--- src/upp_pkg.sv ---
// Shared constants, widths and the arctangent table for the unicycle pose propagator.
// No dependencies; every other file of the block imports this package.
package upp_pkg;

   // Default values of the top-level parameters.
   localparam int DEF_CORDIC_STAGES = 16;
   localparam int DEF_COORD_BITS    = 16;

   // Fixed widths of the transfer fields.
   localparam int SPEED_W = 12;
   localparam int RATE_W  = 15;
   localparam int DUR_W   = 15;
   localparam int HEAD_W  = 16;
   localparam int BOUND_W = 15;

   // Workspace bound after reset is 1.0 in unsigned Q3.12.
   localparam logic [BOUND_W-1:0] BOUND_RESET = 15'd4096;

   // Internal formats: distance Q.24, turn product Q.24 radians, vector Q2.30,
   // angle as a 32-bit binary angle.
   localparam int DIST_W      = SPEED_W + DUR_W;
   localparam int RATE_PROD_W = RATE_W + DUR_W + 1;
   localparam int XY_W        = 32;
   localparam int ANGLE_W     = 32;

   // Inverse CORDIC gain in Q2.30.
   localparam logic signed [XY_W-1:0] CORDIC_K = 32'sd652032874;

   // Radians to 32-bit binary angle, round(2^32 / 2pi).
   localparam int RAD_TO_BAM_W = 30;
   localparam logic [RAD_TO_BAM_W-1:0] RAD_TO_BAM = 30'd683565276;

   // Displacement product and its rescale from Q.54 to Q4.12.
   localparam int PROD_W   = DIST_W + 1 + XY_W;
   localparam int XY_SHIFT = 42;
   localparam int DISP_W   = PROD_W - XY_SHIFT;

   // Heading increment product and its rescale to 16-bit binary angle.
   localparam int HP_W    = RATE_PROD_W + RAD_TO_BAM_W + 1;
   localparam int H_SHIFT = 40;

   // Width of the side data that travels along the CORDIC chain:
   // start x, start y, distance, turn product, start heading, fold flag.
   function automatic int side_w(input int coord_bits);
      return 2 * coord_bits + DIST_W + RATE_PROD_W + HEAD_W + 1;
   endfunction

   // Arctangent of 2^-idx in units of 2^32 per full turn.
   function automatic logic [ANGLE_W-1:0] atan_bam32(input logic [4:0] idx);
      logic [ANGLE_W-1:0] a;
      case (idx)
         5'd0:    a = 32'd536870912;
         5'd1:    a = 32'd316933406;
         5'd2:    a = 32'd167458907;
         5'd3:    a = 32'd85004756;
         5'd4:    a = 32'd42667331;
         5'd5:    a = 32'd21354465;
         5'd6:    a = 32'd10679838;
         5'd7:    a = 32'd5340245;
         5'd8:    a = 32'd2670163;
         5'd9:    a = 32'd1335087;
         5'd10:   a = 32'd667544;
         5'd11:   a = 32'd333772;
         5'd12:   a = 32'd166886;
         5'd13:   a = 32'd83443;
         5'd14:   a = 32'd41722;
         5'd15:   a = 32'd20861;
         5'd16:   a = 32'd10430;
         5'd17:   a = 32'd5215;
         5'd18:   a = 32'd2608;
         5'd19:   a = 32'd1304;
         5'd20:   a = 32'd652;
         5'd21:   a = 32'd326;
         5'd22:   a = 32'd163;
         5'd23:   a = 32'd81;
         default: a = '0;
      endcase
      return a;
   endfunction

endpackage

--- src/upp_cell.sv ---
// One CORDIC rotation cell with its own register; side data rides along unchanged.
// Depends on upp_pkg.
module upp_cell import upp_pkg::*; #(
   parameter int SHIFT  = 0,
   parameter int SIDE_W = 1
) (
   input  logic                      clock,
   input  logic                      reset,
   input  logic                      in_valid,
   output logic                      in_ready,
   input  logic signed [XY_W-1:0]    in_x,
   input  logic signed [XY_W-1:0]    in_y,
   input  logic signed [ANGLE_W-1:0] in_z,
   input  logic [SIDE_W-1:0]         in_side,
   output logic                      out_valid,
   input  logic                      out_ready,
   output logic signed [XY_W-1:0]    out_x,
   output logic signed [XY_W-1:0]    out_y,
   output logic signed [ANGLE_W-1:0] out_z,
   output logic [SIDE_W-1:0]         out_side
);

   localparam logic signed [ANGLE_W-1:0] ATAN_STEP = signed'(atan_bam32(5'(SHIFT)));

   logic                      load;
   logic                      valid_ff;
   logic                      turn_back;
   logic signed [XY_W-1:0]    x_in;
   logic signed [XY_W-1:0]    y_in;
   logic signed [ANGLE_W-1:0] z_in;
   logic signed [XY_W-1:0]    x_ff;
   logic signed [XY_W-1:0]    y_ff;
   logic signed [ANGLE_W-1:0] z_ff;
   logic [SIDE_W-1:0]         side_ff;

   assign load     = !valid_ff || out_ready;
   assign in_ready = load;

   // Rotate toward zero residual angle; shifts are arithmetic (floor).
   always_comb begin
      turn_back = in_z[ANGLE_W-1];
      if (turn_back) begin
         x_in = in_x + (in_y >>> SHIFT);
         y_in = in_y - (in_x >>> SHIFT);
         z_in = in_z + ATAN_STEP;
      end else begin
         x_in = in_x - (in_y >>> SHIFT);
         y_in = in_y + (in_x >>> SHIFT);
         z_in = in_z - ATAN_STEP;
      end
   end

   // Valid flag.
   always_ff @(posedge clock) begin
      if (reset) begin
         valid_ff <= 1'b0;
      end else if (load) begin
         valid_ff <= in_valid;
      end
   end

   // Payload registers.
   always_ff @(posedge clock) begin
      if (load) begin
         x_ff    <= x_in;
         y_ff    <= y_in;
         z_ff    <= z_in;
         side_ff <= in_side;
      end
   end

   assign out_valid = valid_ff;
   assign out_x     = x_ff;
   assign out_y     = y_ff;
   assign out_z     = z_ff;
   assign out_side  = side_ff;

endmodule

--- config.mk ---
export PLATFORM = sky130hd
export DESIGN_NAME = upp_cell
export DESIGN_NICKNAME = d
export VERILOG_FILES = /design/src/upp_pkg.sv /design/src/upp_cell.sv
export SDC_FILE = /design/constraint.sdc
export NUM_CORES = 1
export LEC_CHECK = 0
export BUFFER_PORTS_ARGS = -buffer_cell sky130_fd_sc_hd__buf_2
export CORE_MARGIN = 2
export CORE_UTILIZATION = 40
export DETAILED_ROUTE_END_ITERATION = 12
export GPL_ROUTABILITY_DRIVEN = 0
export GPL_TIMING_DRIVEN = 0
export SYNTH_ARGS = -nofsm -noshare
export SYNTH_HDL_FRONTEND = slang
export SYNTH_SLANG_ARGS = --single-unit
--- constraint.sdc ---
create_clock -name clock -period 4.8 [get_ports clock]
set_clock_uncertainty 0.2 [all_clocks]
set_input_delay 0 -clock clock [delete_from_list [all_inputs] [get_ports clock]]
set_output_delay 0 -clock clock [all_outputs]
set_load 0.05 [all_outputs]
* Word-level counts from Yosys, hierarchy flattened
Index checks and enable logic that the tools add are counted.
** Storage, ports and cells
- Register bits :: 98
- Logic and storage cells :: 15
- Bits of input ports :: 101
** Operators by class
- Reduce and logical (&&, ||, !) cells :: 2
- $add $sub $neg :: 5
- Mux-type cells :: 3
** Operators by type and width (count)
- $mux 32 :: 3
- $sub 32x32->32 :: 2
- $add 32x31->32 const B :: 1
- $add 32x32->32 :: 1
- $sub 32x31->32 const B :: 1
- $logic_not 1->1 :: 1
- $logic_or 1x1->1 :: 1

* Depth between registers and ports, before layout
- Word-level depth :: 2
- Mapped depth :: 12
- Gate-level depth less buffers :: 11

* Worst setup path after synthesis
No wires, ideal clock.
- Path type :: reg2reg
- Start point :: register valid_ff (netlist: out_valid)
- End point :: register side_ff (netlist: out_side) (enable)
- Stages on the path, launching flop included :: 2
- Path slack :: 0.961 ns
- Required time :: 3.574 ns
- Setup time :: 1.026 ns
- Period minus slack after synthesis :: 3.839 ns
- Buffers on the path :: 0
- Arrival time :: 2.614 ns
- Cells stage by stage :: dfxtp_1 -> nand2b_1
** On the way
- Cells in the longest elaborated chain, start to end :: 2
** RTL lines
- start, declared :: line upp_cell.sv:26 : logic valid_ff;
- start signal, assigned :: line upp_cell.sv:58 : valid_ff <= in_valid;
- $logic_not 1->1 :: line upp_cell.sv:36 : assign load = !valid_ff || out_ready;
- $logic_or 1x1->1 :: line upp_cell.sv:36
- via in_ready :: line upp_cell.sv:10 : output logic in_ready,
- end signal, assigned :: line upp_cell.sv:68 : side_ff <= in_side;
- end, declared :: line upp_cell.sv:34 : logic [SIDE_W-1:0] side_ff;
The timed path passes the listed nets, and every way through them passes these cells.
A chain may end at the register's enable or synchronous reset.

* Worst setup path after layout
- Start point :: input port in_y[0]
- End point :: register y_ff[30] (netlist: out_y[30]), data pin
** On the way
- Cells in the longest elaborated chain, start to end :: 2
- Elaborated cells between the ends (all ways) :: 3
** RTL lines
- start, declared :: line upp_cell.sv:12 : input logic signed [XY_W-1:0] in_y,
- $add 32x32->32 or $sub 32x32->32 (tied branches) :: line upp_cell.sv:48, upp_cell.sv:44
- $mux 32 (*) :: line upp_cell.sv:42 : if (turn_back) begin
- via y_in[30] :: line upp_cell.sv:29 : logic signed [XY_W-1:0] y_in;
- end signal, assigned :: line upp_cell.sv:66 : y_ff <= y_in;
- end, declared :: line upp_cell.sv:32 : logic signed [XY_W-1:0] y_ff;
The timed path passes the listed nets; every way through them passes the cells marked *.

==> metrics.csv <==
metric;value;unit
fp-row-count;53;
yosys_warnings;0;
cts_tree;built;
synth_edf_count;96;
synthCells;955;
pwr-share-seq;33.2;%
leakagePower;4.832;nW
clkSinkCount;97;
via_per_inst;5.504;
crit_family;compound AO/OA/AOI/OAI gates;
coreArea;21090;um2
synth_top_area_cell;edfxtp_1;
track_usage;23.44;%
drv_slew;0;
grt_first_pass_wirelength;41140;um
slowest_delay;0.54;ns
netlist.area_leader.share;33.35;%
cts.clk_slew.worst_paths;0.07;ns
p_switching;1.501;mW
path_buf_inv;2;
start_util;40.99;%
cap_viol_max_count;0;
ys_seq_elements;97;
nets;1411;
ant_nets;0;
fin_area;10710;um2
antenna_cells;0;
worstSetupPathType;in -> reg;
drc;0;
crit_chain;dlygate4sd3_1 -> buf_2 -> ha_1 -> fa_1 -> nor2b_2 -> o311ai_2 -> a211oi_2 -> a21oi_2 -> nor2_1 -> a211o_1 -> a2111oi_2 -> o311ai_1 -> xnor2_1;
clockPowerShare;21.2;%
slew_headroom;41.91;%
io_buffers;199;
synth_area_leaders;edfxtp_1 33%, ha_1 15%, a21oi_1 6.9%;
ys_seq_area_share;33.58;%
wl_per_cell;18.48;um
peakVddDrop;0.0001950;V
syn_area;8643;um2
ys_async_sr_fraction;0;%
rsz0062_at_grt;no;
placedCellCount;1430;
hold_ws;0.05699;ns
setup_viol;0;
hold_viol;0;
area_growth;23.89;%
clock_latency;0.34;ns
htree_levels;3;
fin_cells;1485;
slowest_stage;dlygate4sd3_1;
post_cts_buffers;0;
status;completed;
cp_max_fo;4;
ff2ff_setup_slack;2.93;ns
switching_share;43.20;%
multiInputGateArea;5137;um2
route.final.wire_length;27440;um
clockBufferDepth;2;
start_kind;input pin;
crit_arrival;3.49;ns
finalCritPeriodShare;74.85;%
yosys-top-cells-count;119 x a21oi_1, 102 x ha_1, 96 x edfxtp_1;
crit_required;4.70;ns
regArea;2903;um2
die_height;151.0;um
die_x;151.0;um
cts_root_buf;clkbuf_16;
drt_iter0_drc;785;
syn_nets;1161;
grt_pass1_vias;7616;
grt_max_degree;55;
dpl_cell_area;10020;um2
die_area;22800;um2
grt_overflow_total;0;
end_kind;flip-flop;
worstMarginPinSlew;0.8713;ns
netlist-cell-type-count;83;
io_pins;200;
powerDensity;324.5;nW/um2
pwr-share-comb;45.7;%
drt-pass1-iter-count;8;
drive_above_1_share;23.06;%
nFillCells;2017;
yosys.cell_count.top_type;a21oi_1;
p_int;1.973;mW
period_needed;3.593;ns
max_freq;0.2783;GHz
ys.flop_type;edfxtp_1;
vias;8174;
avgSynthCellArea;9.051;um2
setup_tns;0;ns
total_power;3.474;mW
hold_path_class;in -> reg;
hpwl;21750;um
cts_buffers;9;
antenna_found_initial;0;
==> per-stage QoR <==
| stage | setup slack (ns) | utilization (%) |
|---|---|---|
| floorplan | 0.9605 | - |
| global placement | 0.4762 | 47.34 |
| detailed placement | 1.428 | 47.51 |
| CTS | 1.262 | 50.78 |
| global route | 1.110 | 50.78 |
| finish | 1.207 | 50.78 |
==> tightest hold or removal path, delay by kind of cell <==
kind	cells	cell delay, ns
adder cells (fa/ha/maj)	1	0.20
buffers and inverters	1	0.16
AO/OA/AOI/OAI	1	0.07
AND/OR/NAND/NOR	1	0.05
==> power by group through the flow <==
stage	sequential, mW	clock, mW	combinational, mW
global route	1.17	0.784	1.68
finish	1.15	0.735	1.59
detailed placement	1.17	0	1.54
floorplan	1.69	0	0.611
CTS	1.16	0.756	1.57
global placement	1.18	0	1.53
==> layout by cell type, fill, tap and decap left out, types with 4 or more instances in the layout <==
cell type,instances
nand2b_1,6
mux2i_1,9
inv_1,91
o21ai_0,52
a31oi_1,4
buf_6,6
xor2_1,7
nor2b_1,13
a211oi_1,14
a21boi_0,4
a21o_1,22
o21bai_1,23
o31ai_1,11
nor4_1,6
clkbuf_16,9
o21ai_1,10
ha_1,102
nor3_1,14
xnor2_1,55
buf_1,4
o211ai_1,7
buf_2,210
nand3_1,17
nor2_1,86
nand4_1,11
a211oi_2,5
edfxtp_1,96
clkbuf_1,18
dlygate4sd3_1,39
o21a_1,6
nand2_1,39
a21oi_1,119
clkinv_1,4
==> cells by family (layout without fill, tap and decap cells) <==
group,Yosys count,in the layout,synth area share [%]
AOI/OAI and AO/OA,318,318,23.70
and+or+nand+nor,220,220,12.61
buffers and inverters,142,397,7.064
adders and majority gates,105,105,15.46
DFF,97,97,33.58
xor gates and xnor gates,62,62,6.283
muxes,11,11,1.303
==> sequential cells by signal, summed over array words and instances (netlist names) <==
register and count:
out_side 1, out_valid 1, out_x 31, out_y 32, out_z 32
==> path summary, 6_finish.rpt <==
path / to / cells past startpoint / from
worst min register to register: out_z[6]$_DFFE_PP_ / 1 / out_valid$_SDFFE_PP0P_
worst min-delay path: out_x[1]$_DFFE_PP_ / 4 / in_x[1]
worst max register to register: out_valid$_SDFFE_PP0P_ / 3 / out_valid$_SDFFE_PP0P_
worst max-delay path: out_y[30]$_DFFE_PP_ / 13 / in_y[0]
==> area by class of cell <==
cell class | count | share of cell area, %
Inverter | 100 | 3.576
Clock inverter | 7 | 0.6894
Sequential cell | 97 | 27.11
Multi-Input combinational cell | 716 | 47.98
Tap cell | 275 | 3.213
Timing Repair Buffer | 239 | 13.20
Clock buffer | 9 | 2.103
Buffer | 42 | 2.127
==> layer usage <==
metal,vias up,track usage (%),share of wire (%)
met5,-,0,0
met4,0,8.224,2.4
met3,46,3.042,8.2
met2,420,37.30,45
met1,3816,32.79,45
li1,3892,-,-
==> repair_timing <==
item	4_1_cts	5_1_grt
gates resized for setup	0	0
hold buffers	39	0
endpoints found under the hold margin	38	0
Power figures use the tool's default switching activity.
