File: src/upp_pkg.sv
// Shared constants, widths and the arctangent table for the unicycle pose propagator.
// No dependencies; every other file of the block imports this package.
package upp_pkg;

   // Default values of the top-level parameters.
   localparam int DEF_CORDIC_STAGES = 16;
   localparam int DEF_COORD_BITS    = 16;

   // Fixed widths of the transfer fields.
   localparam int SPEED_W = 12;
   localparam int RATE_W  = 15;
   localparam int DUR_W   = 15;
   localparam int HEAD_W  = 16;
   localparam int BOUND_W = 15;

   // Workspace bound after reset is 1.0 in unsigned Q3.12.
   localparam logic [BOUND_W-1:0] BOUND_RESET = 15'd4096;

   // Internal formats: distance Q.24, turn product Q.24 radians, vector Q2.30,
   // angle as a 32-bit binary angle.
   localparam int DIST_W      = SPEED_W + DUR_W;
   localparam int RATE_PROD_W = RATE_W + DUR_W + 1;
   localparam int XY_W        = 32;
   localparam int ANGLE_W     = 32;

   // Inverse CORDIC gain in Q2.30.
   localparam logic signed [XY_W-1:0] CORDIC_K = 32'sd652032874;

   // Radians to 32-bit binary angle, round(2^32 / 2pi).
   localparam int RAD_TO_BAM_W = 30;
   localparam logic [RAD_TO_BAM_W-1:0] RAD_TO_BAM = 30'd683565276;

   // Displacement product and its rescale from Q.54 to Q4.12.
   localparam int PROD_W   = DIST_W + 1 + XY_W;
   localparam int XY_SHIFT = 42;
   localparam int DISP_W   = PROD_W - XY_SHIFT;

   // Heading increment product and its rescale to 16-bit binary angle.
   localparam int HP_W    = RATE_PROD_W + RAD_TO_BAM_W + 1;
   localparam int H_SHIFT = 40;

   // Width of the side data that travels along the CORDIC chain:
   // start x, start y, distance, turn product, start heading, fold flag.
   function automatic int side_w(input int coord_bits);
      return 2 * coord_bits + DIST_W + RATE_PROD_W + HEAD_W + 1;
   endfunction

   // Arctangent of 2^-idx in units of 2^32 per full turn.
   function automatic logic [ANGLE_W-1:0] atan_bam32(input logic [4:0] idx);
      logic [ANGLE_W-1:0] a;
      case (idx)
         5'd0:    a = 32'd536870912;
         5'd1:    a = 32'd316933406;
         5'd2:    a = 32'd167458907;
         5'd3:    a = 32'd85004756;
         5'd4:    a = 32'd42667331;
         5'd5:    a = 32'd21354465;
         5'd6:    a = 32'd10679838;
         5'd7:    a = 32'd5340245;
         5'd8:    a = 32'd2670163;
         5'd9:    a = 32'd1335087;
         5'd10:   a = 32'd667544;
         5'd11:   a = 32'd333772;
         5'd12:   a = 32'd166886;
         5'd13:   a = 32'd83443;
         5'd14:   a = 32'd41722;
         5'd15:   a = 32'd20861;
         5'd16:   a = 32'd10430;
         5'd17:   a = 32'd5215;
         5'd18:   a = 32'd2608;
         5'd19:   a = 32'd1304;
         5'd20:   a = 32'd652;
         5'd21:   a = 32'd326;
         5'd22:   a = 32'd163;
         5'd23:   a = 32'd81;
         default: a = '0;
      endcase
      return a;
   endfunction

endpackage

File: src/upp_prep.sv
// Input stage of the pose propagator: distance and turn products, quarter-turn fold.
// Depends on upp_pkg.
module upp_prep import upp_pkg::*; #(
   parameter int COORD_BITS = DEF_COORD_BITS
) (
   input  logic                           clock,
   input  logic                           reset,
   input  logic                           in_valid,
   output logic                           in_ready,
   input  logic signed [COORD_BITS-1:0]   start_x,
   input  logic signed [COORD_BITS-1:0]   start_y,
   input  logic signed [HEAD_W-1:0]       start_heading,
   input  logic        [SPEED_W-1:0]      speed,
   input  logic signed [RATE_W-1:0]       turn_rate,
   input  logic        [DUR_W-1:0]        duration,
   output logic                           out_valid,
   input  logic                           out_ready,
   output logic signed [XY_W-1:0]         out_x,
   output logic signed [XY_W-1:0]         out_y,
   output logic signed [ANGLE_W-1:0]      out_z,
   output logic [side_w(COORD_BITS)-1:0]  out_side
);

   localparam int SIDE_W = side_w(COORD_BITS);

   logic                      load;
   logic                      valid_ff;
   logic                      fold;
   logic        [DIST_W-1:0]      dist_in;
   logic signed [RATE_PROD_W-1:0] turn_in;
   logic signed [ANGLE_W-1:0] z_in;
   logic signed [ANGLE_W-1:0] z_ff;
   logic [SIDE_W-1:0]         side_in;
   logic [SIDE_W-1:0]         side_ff;

   // The stage takes a new transfer when it is empty or its content moves on.
   assign load     = !valid_ff || out_ready;
   assign in_ready = load;

   // Headings beyond a quarter turn are moved by a half turn; the result is negated later.
   // The two top heading bits differ exactly in that case, and the move flips the sign bit.
   always_comb begin
      fold    = start_heading[HEAD_W-1] ^ start_heading[HEAD_W-2];
      z_in    = {start_heading[HEAD_W-1] ^ fold, start_heading[HEAD_W-2:0],
                 {(ANGLE_W-HEAD_W){1'b0}}};
      dist_in = DIST_W'(speed) * DIST_W'(duration);
      turn_in = RATE_PROD_W'(turn_rate) * signed'(RATE_PROD_W'(duration));
      side_in = {fold, start_heading, turn_in, dist_in, start_y, start_x};
   end

   // Valid flag.
   always_ff @(posedge clock) begin
      if (reset) begin
         valid_ff <= 1'b0;
      end else if (load) begin
         valid_ff <= in_valid;
      end
   end

   // Payload registers.
   always_ff @(posedge clock) begin
      if (load) begin
         z_ff    <= z_in;
         side_ff <= side_in;
      end
   end

   // The rotation always starts from the gain-compensated unit vector.
   assign out_valid = valid_ff;
   assign out_x     = CORDIC_K;
   assign out_y     = '0;
   assign out_z     = z_ff;
   assign out_side  = side_ff;

endmodule

File: config.mk
export PLATFORM = sky130hd
export DESIGN_NAME = upp_prep
export DESIGN_NICKNAME = d
export VERILOG_FILES = /design/src/upp_pkg.sv /design/src/upp_prep.sv
export SDC_FILE = /design/constraint.sdc
export NUM_CORES = 1
export LEC_CHECK = 0
export BUFFER_PORTS_ARGS = -buffer_cell sky130_fd_sc_hd__clkbuf_2
export CAP_MARGIN = 20
export CORE_MARGIN = 4
export CORE_UTILIZATION = 35
export CTS_CLUSTER_DIAMETER = 200
export DETAILED_ROUTE_END_ITERATION = 6
export HOLD_SLACK_MARGIN = 0.03
export PLACE_DENSITY = 0.56
export SLEW_MARGIN = 20
export SYNTH_ARGS = -nofsm -noshare
export SYNTH_HDL_FRONTEND = slang
export SYNTH_SLANG_ARGS = --single-unit
File: constraint.sdc
create_clock -name clock -period 7.2 [get_ports clock]
set_input_delay 1.44 -clock clock [delete_from_list [all_inputs] [get_ports clock]]
set_output_delay 1.44 -clock clock [all_outputs]
set_load 0.01 [all_outputs]
* After elaboration in Yosys (flattened, before gate mapping)
Index checks and enable logic that the tools add are counted.
** Storage, ports and cells
- Register bits :: 124
- Logic and storage cells :: 9
** Operators by class
- $mul :: 2
- Bitwise logic cells :: 2
- Reductions and logical operators :: 2
** Operators by type and width (number)
- $mul A15 B16 Y31 :: 1
- $mul A12 B15 Y27 :: 1
- $xor A1 B1 Y1 :: 2
- $logic_not A1 Y1 :: 1
- $logic_or A1 B1 Y1 :: 1

* Longest topological paths before layout
Gate-level depths: netlist of the first run.
- Depth after elaboration :: 2
- Depth in mapped cells :: 24
- Mapped depth without buffers :: 21

* Worst setup path after synthesis of the first run
Ideal clock, no wire load.
- Path type :: input to register
- Start point :: input duration[13]
- End point :: register side_ff[88], in the netlist out_side[88] (data pin)
- Setup time :: 262 ps
- Data arrival time :: 6840 ps
- Data required time :: 6938 ps
- Slack :: 99 ps
- Stages on the path :: 21
- Buffers on the path :: 3
- Cells stage by stage :: clkbuf_1 -> clkbuf_1 -> nand2_1 -> fa_1 -> fa_1 -> inv_1 -> fa_1 -> fa_1 -> fa_1 -> inv_1 -> fa_1 -> inv_1 -> ha_1 -> buf_4 -> a21o_1 -> a31o_1 -> a2111oi_2 -> nor2_1 -> o31ai_2 -> o21ai_1 -> xor2_1
** On the way
- Cells in the longest elaborated chain, start to end :: 1
** RTL lines
- start: declaration :: RTL line upp_prep.sv:15 : input logic [DUR_W-1:0] duration,
- $mul A15 B16 Y31 :: RTL line upp_prep.sv:47 : turn_in = RATE_PROD_W'(turn_rate) * signed'(RATE_PROD_W'(duration));
- net turn_in[29] :: RTL line upp_prep.sv:30 : logic signed [RATE_PROD_W-1:0] turn_in;
- end signal: assignment :: RTL line upp_prep.sv:64 : side_ff <= side_in;
- end: declaration :: RTL line upp_prep.sv:34 : logic [SIDE_W-1:0] side_ff;
The timed path passes the listed nets, and every way through them passes these cells.
A chain may end at the register's enable or synchronous reset.

* Worst setup path after layout of the first run
- Start point :: input turn_rate[0]
- End point :: register side_ff[84], in the netlist out_side[84] (data pin)
** On the way
- Cells in the longest elaborated chain, start to end :: 1
** RTL lines
- start: declaration :: RTL line upp_prep.sv:14 : input logic signed [RATE_W-1:0] turn_rate,
- $mul A15 B16 Y31 :: RTL line upp_prep.sv:47
- net turn_in[25] :: RTL line upp_prep.sv:30
The timed path passes the listed nets, and every way through them passes these cells.

==> metrics.yaml, run 1 <==
multi_input_area_um2: 12140
cts_max_level: 3
avgViaCountPerCell: 4.667
yosys_warnings: 0
fp.dieW_um: 232.2
routed_wl_um: 40720
antenna_left: 0
syn_area_um2: 17590
worstMarginPinSlew_ns: 0.8101
grt_remaining_overflow: 0
final_cell_area_um2: 19530
hold_viol: 0
synth_edf_count: 108
setup_violations: 0
layout_setup_ws_ns: 0.4019
ys.flop_type: "edfxtp_1"
arrival_ns: 6.93
combPwrFrac_pct: 80.3
boundaryPins: 299
hold_depth: 2
period_share_pct: 94.42
core_um2: 49360
post_cts_resize_count: 0
rr_worst_depth: 2
grt_pass1_vias: 12860
gp_congestion: 0.8759
grt_usage_pct: 15.50
fmax_mhz: 147.1
crit_chain: "clkbuf_2 -> nand2_1 -> fa_1 -> fa_1 -> inv_1 -> fa_1 -> inv_1 -> fa_1 -> inv_1 -> fa_1 -> inv_1 -> fa_1 -> inv_1 -> ha_1 -> o21ai_0 -> nand2b_1 -> a41oi_1 -> nor4_1 -> buf_4 -> o31ai_2 -> buf_4 -> xnor2_1"
ys_seq_area_share_pct: 18.55
switching_share_pct: 49.50
drt_iter0_drc: 731
dpl_cell_area_um2: 19210
hold_class: "reg -> reg"
p_switching_w: 0.004588
rr_startpoint: "out_valid$_SDFFE_PP0P_"
yosys.cell_types.count: 54
power_frac_seq_pct: 13.8
clkLatencyLatePin_ns: 0.38
final_nets: 2576
cp-end-kind: "flop"
cts_buffers: 9
area_growth_pct: 11.00
required_ns: 7.34
fin_crit_ns: 6.798
async_reset_ff_share_pct: 0
die_area_um2: 53910
cts-root-buf: "clkbuf_16"
hpwl_um: 34510
vdd_drop_max_v: 0.0005688
clkSlewWorstSetupHoldPaths_ns: 0.07
cts_setup_buffers: 0
grt_max_degree: 62
pwr-share-clk_pct: 5.9
cts_tree: "done"
hold-path-endpoint: "out_valid$_SDFFE_PP0P_"
max-slew-margin-rel_pct: 45.99
final_cell_mix: "inv_1, fa_1, nand2_1, clkbuf_2, ha_1"
cts_sinks: 109
cts_hold_buf: 0
clk_path_buf_depth: 2
grt_pass1_wl_um: 66440
leakage_nw: 10.18
via_count: 12490
port_buffers: 218
slew_violations: 0
crit_fanout: 15
hold_start: "out_valid$_SDFFE_PP0P_"
final_common_cell: "inv_1"
syn_avg_cell_area_um2: 9.665
crit_path_max_incr_delay_ns: 0.54
syn_inst: 1820
fp.dieH_um: 232.2
rsz0062_at_grt: "false"
cap_viol_max_count: 0
routedWlPerCell_um: 15.21
r2r-end: "out_side[57]$_DFFE_PP_"
synth_seq_cells: 109
tns_ns: 0
crit_type: "in -> reg"
regArea_um2: 3263
drc: 0
crit_top_cell: "fa_1"
dr.pass1.iters: 5
place_ws_ns: 0.03197
antenna_found_initial: 2
status: "complete, no violations"
critPathLaunch: "turn_rate[0]"
fillers: 4982
power_density_nw_per_um2: 474.7
initial_utilization_pct: 35.64
cp_slowest_cell: "fa_1"
num_rows: 81
r2r_slack_ns: 5.13
p_int_w: 0.004681
skew_ns: 0.007044
drive_gt1_share_pct: 14.91
cp-start-kind: "input pin"
[flip-flops by register name (all words and copies together), names as in the netlist]
signal / flops
out_side: 107
out_valid: 1
out_z: 1
[cells by family after synthesis]
group	count (synthesis)	share of synthesized area, %
AOI/OAI and AO/OA	135	5.114
xor gates and xnor gates	50	2.490
adders and majority gates	475	46.50
buffers and inverters	560	14.14
DFF	109	18.55
other	2	0.04269
and+or+nand+nor	489	13.16
[critical path: cells and delay by family]
kind                     cells  cell delay, ns
AO/OA/AOI/OAI                3            0.36
AND/OR/NAND/NOR              3            0.77
XOR/XNOR                     1            0.11
adder cells (fa/ha/maj)      7            3.36
buffers and inverters        8            0.89
[how the worst max path moves through the flow]
stage	endpoint	slack, ns	depth (start not counted)
after global placement	out_side[84]$_DFFE_PP_	0.04	23
after CTS	out_side[88]$_DFFE_PP_	0.45	20
after detailed placement	out_side[88]$_DFFE_PP_	0.03	20
final	out_side[84]$_DFFE_PP_	0.40	22
after global routing	out_side[86]$_DFFE_PP_	0.1	21
after floorplan	out_side[88]$_DFFE_PP_	0.1	21
[layout make-up]
type,count,share of cell area [%]
Timing Repair Buffer,273,7.830
Sequential cell,109,16.71
Inverter,385,7.401
Multi-Input combinational cell,1229,62.17
Clock inverter,5,0.4229
Tap cell,664,4.255
Antenna cell,1,0.01282
Clock buffer,11,1.192
[power by group through the flow]
stage	clock [W]	combinational, W	sequential, W
5_1_grt	0.000595	0.00854	0.00131
3_3_place_gp	0	0.00741	0.00130
4_1_cts	0.000573	0.00754	0.00129
3_5_place_dp	0	0.00748	0.00130
2_1_floorplan	0	0.00562	0.00138
6_report	0.000544	0.00744	0.00128
[cell usage after synthesis, drive strengths merged (4+ instances only)]
master / number / area share [%]
buf: 102 / 4.4
and2: 149 / 5.3
o21ai: 27 / 0.79
a211oi: 5 / 0.21
xor2: 17 / 0.85
fa: 298 / 34
o31ai: 4 / 0.20
nor3: 6 / 0.20
a21oi: 38 / 1.1
ha: 177 / 13
nand2b: 11 / 0.39
xnor2: 33 / 1.6
nand4: 11 / 0.39
inv: 385 / 8.2
o211ai: 6 / 0.26
a31oi: 8 / 0.32
clkbuf: 73 / 1.6
nor2: 37 / 0.79
edfxtp: 108 / 18
nand2: 263 / 5.6
a21o: 29 / 1.2
[per-stage QoR]
| step | cells | utilization [%] | total power (W) | hold WS [ns] |
|---|---|---|---|---|
| floorplan | 1898 | - | 0.006999 | 1.509 |
| global placement | 2660 | 38.92 | 0.008715 | 1.068 |
| detailed placement | 2660 | 38.92 | 0.008781 | 1.097 |
| CTS | 2676 | 39.56 | 0.009404 | 1.119 |
| global route | 2676 | 39.56 | 0.01044 | 1.181 |
| finish | 2677 | 39.56 | 0.009269 | 1.068 |
[metal layers]
metal	vias to the layer above	routed length, µm	global-route usage (%)
met5	-	11	0
met4	2	418	3.344
met3	22	2898	3.263
met2	371	19510	25.25
met1	6364	17880	21.41
li1	5734	-	-
Power figures use the tool's default switching activity.
==> run 2, diff against run 1 <==
Settings changed: REMOVE_ABC_BUFFERS from default to 1.
==> run 2 against run 1 <==
Count of clock-buffer cells in the layout decreased by 1. Largest cell class unchanged. Register-to-register slack is essentially flat. Core utilization barely moved. Via count shrank 0.65%. Critical path type unchanged.
==> metrics.yaml, run 2 (synthesis results as in run 1) <==
status: "complete, no violations"
cp-start-kind: "input pin"
setup_violations: 0
grt_remaining_overflow: 0
final_nets: 2580
fmax_mhz: 146.8
routed_wl_um: 39490
wl_met2_um: 18690
max-slew-margin-rel_pct: 41.60
fin_crit_ns: 6.812
dr.max_layer_used: "met5"
antenna_found_initial: 3
crit_fanout: 19
antenna_left: 0
gp_congestion: 0.8652
crit_type: "in -> reg"
drc: 0
multi_input_area_um2: 12140
leakage_nw: 10.19
fin_util_pct: 39.57
tns_ns: 0
port_buffers: 218
core_um2: 49360
cts_max_level: 3
final_common_cell: "inv_1"
slew_violations: 0
required_ns: 7.33
post_cts_resize_count: 0
fp.dieH_um: 232.2
fillers: 5014
hold_start: "out_valid$_SDFFE_PP0P_"
dr.pass1.iters: 7
cap_viol_max_count: 0
avgViaCountPerCell: 4.628
rsz0062_at_grt: "false"
grt_pass1_vias: 12960
drive_gt1_share_pct: 15.13
fp.dieW_um: 232.2
dp.cells: 2664
grt_pass1_wl_um: 65580
met3_wirelength_um: 2640
clk_path_buf_depth: 2
period_share_pct: 94.61
num_rows: 81
via_count: 12410
routedWlPerCell_um: 14.72
cts_hold_buf: 0
cts-root-buf: "clkbuf_16"
area_growth_pct: 11.03
worstMarginPinSlew_ns: 0.8761
instances_no_fill: 2682
grt_usage_pct: 15.15
hold_viol: 0
rr_startpoint: "out_valid$_SDFFE_PP0P_"
initial_utilization_pct: 35.64
final_cell_mix: "inv_1, fa_1, nand2_1, clkbuf_2, ha_1"
drt_iter0_drc: 679
skew_ns: 0.008484
cts_tree: "done"
regArea_um2: 3263
vdd_drop_max_v: 0.0004997
boundaryPins: 299
met1Wirelength_um: 17700
hpwl_um: 34130
critPathLaunch: "duration[9]"
grt_max_degree: 65
die_area_um2: 53910
cts_setup_buffers: 0
cp-end-kind: "flop"
power_density_nw_per_um2: 473.8
arrival_ns: 6.94
cts_buffers: 9
clkLatencyLatePin_ns: 0.38
cts_sinks: 109
hold_class: "reg -> reg"
largest_reg_flops: 107
clkSlewWorstSetupHoldPaths_ns: 0.07
## run 2: cell count changes in the layout (fill, tap and decap cells not counted), sizes merged
| cell | before | now |
|---|---|---|
| clkinv | 1 | 3 |
| bufinv | 2 | 1 |
| inv | 387 | 386 |
| buf | 55 | 59 |
| clkbuf | 229 | 228 |
| diode | 1 | 2 |
| clkinvlp | 0 | 1 |
## run 2: per-stage QoR
step / power [W] / hold WS (ns) / area (µm²) / setup WS [ns]
2_1_floorplan: 0.006737 / 1.509 / 16840 / 0.5366
4_1_cts: 0.009406 / 1.096 / 19530 / 0.4404
3_3_place_gp: 0.008751 / 1.083 / 19230 / 0.004224
6_report: 0.009255 / 1.030 / 19530 / 0.3881
3_5_place_dp: 0.008810 / 1.099 / 19230 / 0.03170
5_1_grt: 0.01040 / 1.160 / 19530 / 0.1436
## run 2: final cells by class
class	count	share of cell area, %
Clock buffer	10	1.172
Multi-Input combinational cell	1229	62.16
Sequential cell	109	16.71
Timing Repair Buffer	277	7.918
Inverter	385	7.399
Antenna cell	2	0.02562
Clock inverter	6	0.3652
Tap cell	664	4.254
## run 2: where the power goes
part,total (W),switching [W],internal (W)
combinational,0.00746,0.00431,0.00315
clock,0.000515,0.000242,0.000273
sequential,0.00128,0.0000520,0.00123
## run 2: final timing paths
check,end,slack (ns),depth (start not counted)
max,out_side[86]$_DFFE_PP_,0.39,20
min,out_valid$_SDFFE_PP0P_,1.03,2
max reg2reg,out_side[88]$_DFFE_PP_,5.12,2
min reg2reg,out_valid$_SDFFE_PP0P_,1.03,2
## run 2: worst max-delay path, cell delays in order
cell and delay (ns):
clkbuf_2 0.22, buf_4 0.31, nand2_1 0.11, fa_1 0.47, fa_1 0.52, inv_1 0.07, fa_1 0.55, fa_1 0.43
fa_1 0.49, inv_1 0.05, fa_1 0.47, inv_1 0.04, ha_1 0.38, nand4_1 0.17, nor2_1 0.07, and4_1 0.22
nor3_2 0.24, o21ai_1 0.21, a221oi_1 0.38, xnor2_1 0.11
## run 2: layer usage
metal | up-vias | global-route usage (%)
met3 | 26 | 3.238
met4 | 2 | 2.933
met2 | 356 | 24.85
met5 | - | 0
li1 | 5740 | -
met1 | 6288 | 20.87
